--- src/rtl/dott_pkg.sv ---
`default_nettype none

package dott_pkg;

  localparam int unsigned NumSlotsDefault = 16;
  localparam logic [31:0] WindowReset     = 32'd3600000;
  localparam logic [63:0] AllOnes         = '1;

  typedef enum logic [2:0] {
    REQ_ADD     = 3'd0,
    REQ_CANCEL  = 3'd1,
    REQ_REFRESH = 3'd2,
    REQ_RESET   = 3'd3,
    REQ_NEXT    = 3'd4,
    REQ_EXPIRE  = 3'd5
  } req_e;

  typedef enum logic [3:0] {
    S_IDLE,
    S_DECODE,
    S_ADD_FIND,
    S_REFRESH,
    S_RESET1,
    S_RESET2,
    S_ROLL1,
    S_ROLL2,
    S_SCAN,
    S_POST,
    S_PICK,
    S_EMIT
  } state_e;

endpackage

`default_nettype wire

--- src/rtl/deadline_ordered_timer_table_unit.sv ---
`default_nettype none

// Timer table of NUM_SLOTS slots, driven by one request beat at a time and
// answering with result beats (tlast on the final one). Periods and deadlines
// sit in two small RAMs; a sequencer walks the slots one per cycle through a
// single shared 64-bit adder and a single 64-bit comparator. The input side
// is ready only between requests. Add, reset, next-time and expire can walk the
// slots through the deadline RAM read port, and expire walks them once more
// for every due slot.
module deadline_ordered_timer_table_unit
  import dott_pkg::*;
#(
  parameter int unsigned NUM_SLOTS = NumSlotsDefault
) (
  input  wire logic         clk_i,
  input  wire logic         rst_ni,
  input  wire logic         cfg_we_i,
  input  wire logic [31:0]  cfg_wdata_i,   // rollover_window_ms
  input  wire logic         s_axis_tvalid,
  output logic              s_axis_tready,
  // req_type[2:0], slot[6:3], period_ms[38:7], recurring[39], restart_now[40],
  // now_ms[104:41], zero fill
  input  wire logic [111:0] s_axis_tdata,
  output logic              m_axis_tvalid,
  input  wire logic         m_axis_tready,
  // ok[0], result_slot[4:1], remaining_ms[68:5], became_earliest[69],
  // any_active[70], zero fill
  output logic [71:0]       m_axis_tdata,
  output logic              m_axis_tlast
);

  localparam int unsigned SW = $clog2(NUM_SLOTS);
  localparam int unsigned CW = $clog2(NUM_SLOTS + 1);

  state_e state_q, state_d;

  logic [2:0]  req_q, req_d;
  logic [3:0]  slot_q, slot_d;
  logic [31:0] per_q, per_d;
  logic        rec_q, rec_d;
  logic        fnow_q, fnow_d;
  logic [63:0] now_q, now_d;

  logic [NUM_SLOTS-1:0] active_q, active_d, rep_q, rep_d, due_q, due_d;
  logic        wake_q, wake_d;
  logic [63:0] prev_q, prev_d;
  logic [31:0] window_q, window_d;

  logic [CW-1:0] cnt_q, cnt_d;
  logic          scan_due_q, scan_due_d;
  logic          best_vld_q, best_vld_d;
  logic [SW-1:0] best_idx_q, best_idx_d;
  logic [63:0]   best_dl_q, best_dl_d;
  logic [SW-1:0] tgt_q, tgt_d;
  logic [63:0]   acc_q, acc_d;
  logic          roll_q, roll_d;

  logic        res_ok_q, res_ok_d, res_early_q, res_early_d, res_last_q, res_last_d;
  logic [3:0]  res_slot_q, res_slot_d;
  logic [63:0] res_rem_q, res_rem_d;

  logic        out_vld_q, out_vld_d;
  logic [71:0] out_data_q, out_data_d;
  logic        out_last_q, out_last_d;

  // shared arithmetic
  logic [63:0] add_a, add_b, add_sum;
  logic        add_sub;
  logic [63:0] cmp_a, cmp_b;
  logic        cmp_lt;

  assign add_sum = add_a + (add_sub ? ~add_b : add_b) + {63'd0, add_sub};
  assign cmp_lt  = cmp_a < cmp_b;

  // RAM ports
  logic          dl_we, per_we;
  logic [SW-1:0] wr_addr, rd_addr;
  logic [63:0]   dl_wdata, dl_rdata;
  logic [31:0]   per_rdata;

  dott_ram #(.Width(64), .Depth(NUM_SLOTS)) u_deadline_ram (
    .clk_i   (clk_i),
    .we_i    (dl_we),
    .waddr_i (wr_addr),
    .wdata_i (dl_wdata),
    .raddr_i (rd_addr),
    .rdata_o (dl_rdata)
  );

  dott_ram #(.Width(32), .Depth(NUM_SLOTS)) u_period_ram (
    .clk_i   (clk_i),
    .we_i    (per_we),
    .waddr_i (wr_addr),
    .wdata_i (per_q),
    .raddr_i (rd_addr),
    .rdata_o (per_rdata)
  );

  logic [31:0]   slot_ext, cnt_ext, cm1_ext, tgt_ext;
  logic [CW-1:0] cnt_m1;
  logic [SW-1:0] slot_idx, cnt_idx, ci;
  logic          slot_ok, cnt_end, any_on, emit_go, more, rst_same;
  logic [NUM_SLOTS-1:0] cand;

  assign slot_ext = 32'(slot_q);
  assign slot_idx = slot_ext[SW-1:0];
  assign slot_ok  = (slot_ext < NUM_SLOTS) && active_q[slot_idx];
  assign cnt_ext  = 32'(cnt_q);
  assign cnt_idx  = cnt_ext[SW-1:0];
  assign cnt_end  = (cnt_ext == NUM_SLOTS);
  assign cnt_m1   = cnt_q - {{(CW-1){1'b0}}, 1'b1};
  assign cm1_ext  = 32'(cnt_m1);
  assign ci       = cm1_ext[SW-1:0];
  assign tgt_ext  = 32'(tgt_q);
  assign any_on   = |active_q;
  assign emit_go  = !out_vld_q || m_axis_tready;
  assign more     = (req_q == REQ_EXPIRE) && !res_last_q;
  assign rst_same = (per_q == per_rdata) && !fnow_q;
  assign cand     = (req_q == REQ_EXPIRE) ? due_q : active_q;

  assign s_axis_tready = (state_q == S_IDLE);
  assign m_axis_tvalid = out_vld_q;
  assign m_axis_tdata  = out_data_q;
  assign m_axis_tlast  = out_last_q;

  // next state
  always_comb begin
    state_d = state_q;
    case (state_q)
      S_IDLE:     if (s_axis_tvalid) state_d = S_DECODE;
      S_DECODE: begin
        case (req_q)
          REQ_ADD:     state_d = S_ADD_FIND;
          REQ_REFRESH: state_d = slot_ok ? S_REFRESH : S_EMIT;
          REQ_RESET:   state_d = slot_ok ? S_RESET1 : S_EMIT;
          REQ_NEXT:    state_d = S_SCAN;
          REQ_EXPIRE:  state_d = any_on ? S_ROLL1 : S_EMIT;
          default:     state_d = S_EMIT;
        endcase
      end
      S_ADD_FIND: begin
        if (cnt_end) state_d = S_EMIT;
        else if (!active_q[cnt_idx]) state_d = S_SCAN;
      end
      S_REFRESH:  state_d = S_EMIT;
      S_RESET1:   state_d = rst_same ? S_EMIT : S_RESET2;
      S_RESET2:   state_d = S_SCAN;
      S_ROLL1:    state_d = S_ROLL2;
      S_ROLL2:    state_d = S_SCAN;
      S_SCAN:     if (cnt_end) state_d = S_POST;
      S_POST: begin
        if (req_q == REQ_EXPIRE) begin
          if (!scan_due_q) state_d = S_PICK;
          else if (due_q != '0) state_d = S_SCAN;
          else state_d = S_EMIT;
        end else begin
          state_d = S_EMIT;
        end
      end
      S_PICK:     state_d = S_EMIT;
      S_EMIT:     if (emit_go) state_d = more ? S_SCAN : S_IDLE;
      default:    state_d = S_IDLE;
    endcase
  end

  // datapath and outputs
  always_comb begin
    req_d = req_q; slot_d = slot_q; per_d = per_q; rec_d = rec_q;
    fnow_d = fnow_q; now_d = now_q;
    active_d = active_q; rep_d = rep_q; due_d = due_q;
    wake_d = wake_q; prev_d = prev_q; window_d = window_q;
    cnt_d = cnt_q; scan_due_d = scan_due_q;
    best_vld_d = best_vld_q; best_idx_d = best_idx_q; best_dl_d = best_dl_q;
    tgt_d = tgt_q; acc_d = acc_q; roll_d = roll_q;
    res_ok_d = res_ok_q; res_early_d = res_early_q; res_last_d = res_last_q;
    res_slot_d = res_slot_q; res_rem_d = res_rem_q;
    out_vld_d = out_vld_q; out_data_d = out_data_q; out_last_d = out_last_q;
    add_a = now_q; add_b = {32'd0, per_q}; add_sub = 1'b0;
    cmp_a = now_q; cmp_b = best_dl_q;
    dl_we = 1'b0; per_we = 1'b0; wr_addr = tgt_q; dl_wdata = add_sum;
    rd_addr = slot_idx;

    if (cfg_we_i) window_d = cfg_wdata_i;
    if (m_axis_tready) out_vld_d = 1'b0;

    case (state_q)
      S_IDLE: begin
        if (s_axis_tvalid) begin
          req_d  = s_axis_tdata[2:0];
          slot_d = s_axis_tdata[6:3];
          per_d  = s_axis_tdata[38:7];
          rec_d  = s_axis_tdata[39];
          fnow_d = s_axis_tdata[40];
          now_d  = s_axis_tdata[104:41];
        end
      end
      S_DECODE: begin
        res_ok_d = 1'b0; res_slot_d = 4'd0; res_rem_d = 64'd0;
        res_early_d = 1'b0; res_last_d = 1'b1;
        tgt_d = slot_idx;
        cnt_d = '0; best_vld_d = 1'b0; scan_due_d = 1'b0;
        case (req_q)
          REQ_CANCEL: begin
            res_ok_d = slot_ok;
            if (slot_ok) active_d[slot_idx] = 1'b0;
          end
          REQ_NEXT: begin
            wake_d = 1'b0;
            res_ok_d = 1'b1;
          end
          default: ;
        endcase
      end
      S_ADD_FIND: begin
        wr_addr = cnt_idx;
        if (!cnt_end && !active_q[cnt_idx]) begin
          dl_we = 1'b1; per_we = 1'b1;
          active_d[cnt_idx] = 1'b1;
          rep_d[cnt_idx] = rec_q;
          tgt_d = cnt_idx;
          res_ok_d = 1'b1;
          res_slot_d = cnt_ext[3:0];
          cnt_d = '0; best_vld_d = 1'b0; scan_due_d = 1'b0;
        end else if (!cnt_end) begin
          cnt_d = cnt_q + {{(CW-1){1'b0}}, 1'b1};
        end
      end
      S_REFRESH: begin
        add_b = {32'd0, per_rdata};
        dl_we = 1'b1;
        res_ok_d = 1'b1;
      end
      S_RESET1: begin
        add_a = dl_rdata; add_b = {32'd0, per_rdata}; add_sub = 1'b1;
        acc_d = fnow_q ? now_q : add_sum;
        if (!rst_same) per_we = 1'b1;
      end
      S_RESET2: begin
        add_a = acc_q;
        dl_we = 1'b1;
        res_ok_d = 1'b1;
        cnt_d = '0; best_vld_d = 1'b0; scan_due_d = 1'b0;
      end
      S_ROLL1: begin
        add_a = prev_q; add_b = now_q; add_sub = 1'b1;
        acc_d = add_sum;
        cmp_a = now_q; cmp_b = prev_q;
        roll_d = cmp_lt;
      end
      S_ROLL2: begin
        cmp_a = {32'd0, window_q}; cmp_b = acc_q;
        roll_d = roll_q && cmp_lt;
        prev_d = now_q;
        due_d = '0;
        cnt_d = '0; best_vld_d = 1'b0; scan_due_d = 1'b1;
      end
      S_SCAN: begin
        rd_addr = cnt_idx;
        if (!cnt_end) cnt_d = cnt_q + {{(CW-1){1'b0}}, 1'b1};
        if (cnt_q != '0) begin
          if (scan_due_q) begin
            // due when deadline <= now, or on a clock rollover
            cmp_a = now_q; cmp_b = dl_rdata;
            due_d[ci] = active_q[ci] && (roll_q || !cmp_lt);
          end else begin
            cmp_a = dl_rdata; cmp_b = best_dl_q;
            if (cand[ci] && (!best_vld_q || cmp_lt)) begin
              best_vld_d = 1'b1; best_idx_d = ci; best_dl_d = dl_rdata;
            end
          end
        end
      end
      S_POST: begin
        rd_addr = best_idx_q;
        case (req_q)
          REQ_NEXT: begin
            add_a = best_dl_q; add_b = now_q; add_sub = 1'b1;
            cmp_a = now_q; cmp_b = best_dl_q;
            if (!best_vld_q) res_rem_d = AllOnes;
            else res_rem_d = cmp_lt ? add_sum : 64'd0;
          end
          REQ_EXPIRE: begin
            if (scan_due_q) begin
              cnt_d = '0; best_vld_d = 1'b0; scan_due_d = 1'b0;
            end else begin
              tgt_d = best_idx_q;
              due_d[best_idx_q] = 1'b0;
            end
          end
          default: begin
            // add or reset: flag the timer if it now leads the table and wake_q is clear
            if (best_vld_q && best_idx_q == tgt_q && !wake_q) begin
              res_early_d = 1'b1;
              wake_d = 1'b1;
            end
          end
        endcase
      end
      S_PICK: begin
        add_b = {32'd0, per_rdata};
        if (rep_q[tgt_q]) dl_we = 1'b1;
        else active_d[tgt_q] = 1'b0;
        res_ok_d = 1'b1;
        res_slot_d = tgt_ext[3:0];
        res_last_d = (due_q == '0);
      end
      S_EMIT: begin
        if (emit_go) begin
          out_vld_d = 1'b1;
          out_data_d = {1'b0, |(active_q & ~(due_q & ~rep_q)), res_early_q,
                        res_rem_q, res_slot_q, res_ok_q};
          out_last_d = res_last_q;
          if (more) begin
            cnt_d = '0; best_vld_d = 1'b0; scan_due_d = 1'b0;
          end
        end
      end
      default: ;
    endcase
  end

  always_ff @(posedge clk_i or negedge rst_ni) begin
    if (!rst_ni) begin
      state_q    <= S_IDLE;
      active_q   <= '0;
      rep_q      <= '0;
      due_q      <= '0;
      wake_q     <= 1'b0;
      prev_q     <= 64'd0;
      window_q   <= WindowReset;
      cnt_q      <= '0;
      scan_due_q <= 1'b0;
      best_vld_q <= 1'b0;
      roll_q     <= 1'b0;
      res_last_q <= 1'b1;
      out_vld_q  <= 1'b0;
    end else begin
      state_q    <= state_d;
      active_q   <= active_d;
      rep_q      <= rep_d;
      due_q      <= due_d;
      wake_q     <= wake_d;
      prev_q     <= prev_d;
      window_q   <= window_d;
      cnt_q      <= cnt_d;
      scan_due_q <= scan_due_d;
      best_vld_q <= best_vld_d;
      roll_q     <= roll_d;
      res_last_q <= res_last_d;
      out_vld_q  <= out_vld_d;
    end
  end

  always_ff @(posedge clk_i) begin
    req_q       <= req_d;
    slot_q      <= slot_d;
    per_q       <= per_d;
    rec_q       <= rec_d;
    fnow_q      <= fnow_d;
    now_q       <= now_d;
    best_idx_q  <= best_idx_d;
    best_dl_q   <= best_dl_d;
    tgt_q       <= tgt_d;
    acc_q       <= acc_d;
    res_ok_q    <= res_ok_d;
    res_early_q <= res_early_d;
    res_slot_q  <= res_slot_d;
    res_rem_q   <= res_rem_d;
    out_data_q  <= out_data_d;
    out_last_q  <= out_last_d;
  end

endmodule

`default_nettype wire

--- src/rtl/dott_ram.sv ---
`default_nettype none

module dott_ram #(
  parameter int unsigned Width = 64,
  parameter int unsigned Depth = 16
) (
  input  wire logic                     clk_i,
  input  wire logic                     we_i,
  input  wire logic [$clog2(Depth)-1:0] waddr_i,
  input  wire logic [Width-1:0]         wdata_i,
  input  wire logic [$clog2(Depth)-1:0] raddr_i,
  output logic      [Width-1:0]         rdata_o
);

  logic [Width-1:0] mem_q [Depth];

  always_ff @(posedge clk_i) begin
    if (we_i) begin
      mem_q[waddr_i] <= wdata_i;
    end
    rdata_o <= mem_q[raddr_i];
  end

endmodule

`default_nettype wire
--- config.mk ---
export PLATFORM = sky130hd
export DESIGN_NAME = deadline_ordered_timer_table_unit
export DESIGN_NICKNAME = d
export VERILOG_FILES = /design/src/rtl/dott_pkg.sv /design/src/rtl/deadline_ordered_timer_table_unit.sv /design/src/rtl/dott_ram.sv
export SDC_FILE = /design/constraint.sdc
export NUM_CORES = 2
export LEC_CHECK = 0
export BUFFER_PORTS_ARGS = -buffer_cell sky130_fd_sc_hd__buf_4
export CORE_MARGIN = 1
export CORE_UTILIZATION = 51
export CTS_CLUSTER_DIAMETER = 200
export DETAILED_ROUTE_END_ITERATION = 10
export HOLD_SLACK_MARGIN = 0.08
export PLACE_DENSITY = 0.7
export SYNTH_ARGS = -nofsm -noshare
export SYNTH_HDL_FRONTEND = slang
export SYNTH_HIERARCHICAL = 1
export SYNTH_SLANG_ARGS = --single-unit
--- constraint.sdc ---
create_clock -name clk_i -period 8.2 [get_ports clk_i]
set_input_delay 1.23 -clock clk_i [delete_from_list [all_inputs] [get_ports clk_i]]
set_output_delay 1.23 -clock clk_i [all_outputs]
set_load 0.05 [all_outputs]
# Yosys cells after proc, flatten, opt, wreduce, memory -nomap -nowiden
# Memory sizes are Yosys's and may differ from the RTL's. A register that Yosys moved wholly into a read port is not among the register bits.
# Index checks and enable logic that the tools add are counted.
# totals
ff_bits,542
mem_bits_rw,1536
output_inout_bits,75
n_memories,2
# mem_list
memory,words,width,rd,rd_clocked_by_memory_dff,write_ports,line_no,rtl
u_deadline_ram.mem_q,16,64,1,1,1,dott_ram.sv:15,logic [Width-1:0] mem_q [Depth];
u_period_ram.mem_q,16,32,1,1,1,dott_ram.sv:15,
# classes
n_addsub,4
order_cmp,12
n_eq_ne,39
n_mux,114
bitwise,13
reduce_logical,67
# op_table
operator,n
2-to-1 mux 64 bit,11
case mux 64 bit (2 select lines),3
case mux 64 bit (3 select lines),2
case mux 64 bit (4 select lines),1
2-to-1 mux 16 bit,9
case mux 16 bit (3 select lines),2
AND 16 bit,5
inverter 16 bit,5
adder 64 x 1 -> 64 bit,1
adder 64 bit,1
less-than comparator 64 bit,1
inverter 64 bit,1
2-to-1 mux 4 bit,15
case mux 4 bit (10 select lines),1
"inequality test 2 bit, second input constant",19
2-to-1 mux 1 bit,34
bitwise mux 16 bit,2
== test 32 bit,1
OR reduction 16 bit,2
"less-than comparator 4 x 5 -> 1 bit, second input constant",6
2-to-1 mux 5 bit,6
case mux 5 bit (5 select lines),1
case mux 4 bit (3 select lines),2
binary-select mux 1 bit (select 4 bit),5
other kinds (39),113

# Longest topological paths before layout
# logic_depth
depth_word,11
mapped_depth,25

# Hierarchy
# Netlist, hierarchy kept.
# modules_own_cells
module,n_inst,cells_each,area_each_um2,seq_area_each_um2
dott_ram at u_deadline_ram,1,1647,39583.0,32030.7
deadline_ordered_timer_table_unit,1,3364,32522.4,15494.9
dott_ram at u_period_ram,1,838,19835.3,16015.4

# Worst setup path after synthesis
# No wires, ideal clock.
# synth_path
path_kind,register to register
start,reg cnt_q[0]
end,"reg best_dl_q[0], enable pin"
setup_time_ps,516
arrival_time_ps,8158
required_ps,7684
setup_slack_ps,-474
path_stages_with_launch,22
period_less_slack_ps,8674
cell_sequence,dfrtp_1 > clkbuf_1 > clkbuf_1 > inv_1 > ha_1 > clkbuf_1 > nor4b_1 > nor3_1 > clkbuf_1 > clkbuf_1 > a22oi_1 > nand2_1 > ha_1 > a21o_1 > a21o_1 > a21oi_1 > nor2_1 > a2111oi_0 > o22ai_1 > a211o_1 > a31o_1 > a21oi_1
# synth_lines
element,line_no,rtl
"start, declared",deadline_ordered_timer_table_unit.sv:49,"logic [CW-1:0] cnt_q, cnt_d;"
"start signal, assigned",deadline_ordered_timer_table_unit.sv:345,cnt_q <= cnt_d;
subtractor 4 x 1 -> 4 bit,deadline_ordered_timer_table_unit.sv:111,"assign cnt_m1 = cnt_q - {{(CW-1){1'b0}}, 1'b1};"
named net cnt_m1[0],deadline_ordered_timer_table_unit.sv:100,logic [CW-1:0] cnt_m1;
binary-select mux 1 bit (select 4 bit),deadline_ordered_timer_table_unit.sv:267,if (cand[ci] && (!best_vld_q || cmp_lt)) begin
2-to-1 mux 1 bit (not written as such),deadline_ordered_timer_table_unit.sv:267,
logical AND 1 bit,deadline_ordered_timer_table_unit.sv:267,
AND reduction 4 bit (no source line),n/a,
"end signal, assigned",deadline_ordered_timer_table_unit.sv:362,best_dl_q <= best_dl_d;
"end, declared",deadline_ordered_timer_table_unit.sv:53,"logic [63:0] best_dl_q, best_dl_d;"
# The timed path passes the listed nets, and every way through them passes these cells. The select of a mux whose other input is x is not followed.
# A chain may end at the register's enable or synchronous reset.

# Worst setup path in the final report
# layout_path
start,reg state_q[1]
end,"mem u_deadline_ram.mem_q[7][42], data pin"
# layout_between
elab_chain_cells,7
# layout_rtl
element,line_no,rtl
"start, declared",deadline_ordered_timer_table_unit.sv:35,"state_e state_q, state_d;"
"start signal, assigned",deadline_ordered_timer_table_unit.sv:338,state_q <= state_d;
"== test 4 bit, or another cell as far along",deadline_ordered_timer_table_unit.sv:186,case (state_q)
OR reduction 3 bit (no source line),n/a,
case mux 64 bit (3 select lines),deadline_ordered_timer_table_unit.sv:186,
inverter 64 bit,deadline_ordered_timer_table_unit.sv:72,"assign add_sum = add_a + (add_sub ? ~add_b : add_b) + {63'd0, add_sub};"
2-to-1 mux 64 bit,deadline_ordered_timer_table_unit.sv:72,
adder 64 bit,deadline_ordered_timer_table_unit.sv:72,
adder 64 x 1 -> 64 bit *,deadline_ordered_timer_table_unit.sv:72,
named net add_sum[42],deadline_ordered_timer_table_unit.sv:67,"logic [63:0] add_a, add_b, add_sum;"
"end, declared",dott_ram.sv:15,
# Mark *: on every way through the listed nets, which the timed path passes. The rest lies on a longest branch.

==> results.yml <==
worst_setup_path:
  path_class: "reg -> reg"
  crit_path_top_delay_cell: "nor2_1"
  cp_slowest_stage_delay_ps: 790
  crit_required_ps: 8750
  cp-startpoint: "state_q[1]$_DFFE_PN0P_"
  crit_fanout: 26
  end_kind: "flip-flop"
  crit_chain: "clkinv_2 -> nand2_1 -> or3b_1 -> inv_2 -> and2_4 -> buf_4 -> or2_2 -> buf_4 -> xnor2_1 -> ha_1 -> nand2_1 -> o21ai_0 -> a21oi_1 -> o211ai_1 -> a221oi_1 -> o21ai_1 -> a21oi_1 -> nor2_1 -> mux2_2 -> nor2_1"
  critPathBufInv: 4
  r2r_start: "state_q[1]$_DFFE_PN0P_"
  crit_path_start_kind: "flip-flop"
  worstPathArrival_ps: 8040
  reg2reg_slack_ps: 700
  path_delay_family: "simple AND/OR/NAND/NOR gates"
synthesis:
  syn_area_per_cell_um2: 15.72
  synthCells: 5849
  seq_area_frac_synth_pct: 69.11
  synth_top_area_share_pct: 62.68
  ys.flop_type: "edfxtp_1"
  ys_ff_latch: 2174
  yosys-top-cells-count: "edfxtp_1, nand2_1, mux4_2"
  synth_area_leader_cell: "edfxtp_1"
  synth-edff-count: 1919
  syn_nets: 6130
  synth_area_um2: 91940
  synth_cell_type_count: 94
  yosysMostFrequentCell: "edfxtp_1"
  synth-warning-count: 6
  synth.area.top_cells: "edfxtp_1, mux4_2, dfrtp_1"
  async_flop_share_pct: 7.314
clock_tree:
  clockRootBuffer: "clkbuf_16"
  cts_buffer_depth: 3
  htreeDepth: 4
  hold_buffers: 0
  post_cts_buffers: 0
  cts_tree: "yes"
  clk_pin_slew_ps: 70
  cts_made_buffers: 212
  insertion_delay_ps: 900
  ctsResizeCount: 0
  cts.sink_count: 2174
timing:
  fmax_mhz: 133.4
  fin_crit_sh_pct: 91.40
  fin_skew_ps: 51.77
  tightest_slew_ps: 1266
  hold_viol: 0
  fin_crit_ps: 7495
  tns_ps: 0
  slew_violations: 0
  rsz0062_at_grt: "false"
  setup_slack_ps: 704.9
  whs_ps: 395.1
  slew_headroom_pct: 15.57
  setup_viol: 0
grt:
  antenna_found_initial: 9
  grt_pass1_vias: 54810
  grt_pass1_wl_um: 377500
  globalRouteOverflowTotal: 0
  grt_util_all_layers_pct: 28.75
  grt_max_degree: 139
detailed_routing:
  drc: 2
  drt-vias-per-instance: 6.538
  first_iter_violations: 8066
  ant_nets: 0
  firstDrtPassIters: 11
  wl_per_cell_um: 30.49
  vias: 56370
  totalWireLength_um: 262800
floorplan:
  floorplan.initialDensity_pct: 51.42
  io_pins: 224
  die_w_um: 426.6
  die_h_um: 426.6
  num_rows: 155
  dieArea_um2: 182000
  core_area_um2: 178800
hold_path:
  min_from: "res_rem_q[19]$_SDFFCE_PN0P_"
  hp-class: "reg -> reg"
place:
  io_buffers: 215
  dpl_worst_slack_ps: 884.7
  dpl-instance-area_um2: 96920
  hpwl_um: 156800
  gp_congestion: 0.9436
  dp_cells: 8216
final_layout:
  drive_above_1_share_pct: 20.97
  fin_area_um2: 104400
  nets: 6357
  post-route-util_pct: 58.38
  syn_to_final_growth_pct: 13.54
  fillCellCount: 13360
  regArea_um2: 63540
  fin_cells: 8621
  multiInputGateArea_um2: 26880
  n_antenna_cell: 0
status:
  status: "complete, but fails checks"
  violations: "DRC"
power:
  p_leak_nw: 36.46
  power.density_nw_per_um2: 390.9
  power_mw: 40.80
  ir_worst_vdd_mv: 0.3225
job:
  drv_cap: 0
[state kept, by name, summed over array words and instances (netlist names), 3 cells and up]
register                cells
acc_q                      64
active_q                   16
best_dl_q                  64
best_idx_q                  4
cnt_q                       5
due_q                      16
m_axis_tdata               71
now_q                      64
per_q                      32
prev_q                     64
rep_q                      16
req_q                       3
res_rem_q                  64
res_slot_q                  4
slot_idx                    4
state_q                     4
tgt_q                       4
u_deadline_ram/mem_q     1024
u_deadline_ram/rdata_o     64
u_period_ram/mem_q        512
u_period_ram/rdata_o       32
window_q                   32
[cells by family (layout without fill, tap and decap cells)]
kind of cell	count (synthesis)	in the layout	synth area share (%)
AOI/OAI and AO/OA	1093	1093	8.206
buffers and inverters	461	878	2.152
xor gates and xnor gates	132	132	1.266
DFF	2174	2174	69.11
muxes	485	485	10.96
other	1	1	0.004079
and+or+nand+nor	1371	1371	6.501
adders and majority gates	132	132	1.805
[report_power, final]
group / switching (mW) / internal [mW]
Sequential: 0.864 / 15.5
Combinational: 9.37 / 4.75
Clock: 4.34 / 6.01
[area by class of cell]
type | instances | share of cell area, %
Inverter | 89 | 0.3212
Clock inverter | 128 | 1.676
Timing Repair Buffer | 385 | 3.086
Clock buffer | 276 | 5.475
Multi-Input combinational cell | 3214 | 25.75
Tap cell | 2355 | 2.823
Sequential cell | 2174 | 60.87
[cell usage in the layout, fill, tap and decap left out, types with 70 or more instances in the layout]
cell type	instances
a222oi_1	94
inv_1	86
nand2_1	827
a21oi_1	236
a22oi_1	236
xnor2_1	72
dfxtp_1	96
nor2_1	107
edfxtp_1	1919
mux4_2	410
a21o_1	70
nand3_1	156
o21ai_0	192
clkbuf_16	212
buf_4	358
dfrtp_1	146
ha_1	131
[metal layers]
metal  vias to the layer above  wire [µm]  track usage [%]
met5                         -         36                0
met4                         6      13710            13.73
met3                       582      25770            5.242
met2                      3469     122700            44.45
met1                     28710     100600            39.67
li1                      23610          -                -
[final timing paths]
check	endpoint	cells past startpoint
min	m_axis_tdata[24]$_DFFE_PP_	0
min in group asynchronous	prev_q[49]$_DFFE_PN0P_	1
max reg2reg	u_deadline_ram/mem_q[7][42]$_DFFE_PP_	20
max in group asynchronous	best_vld_q$_DFFE_PN0P_	2
min reg2reg	m_axis_tdata[24]$_DFFE_PP_	0
max	u_deadline_ram/mem_q[7][42]$_DFFE_PP_	20
Power figures use the tool's default switching activity.
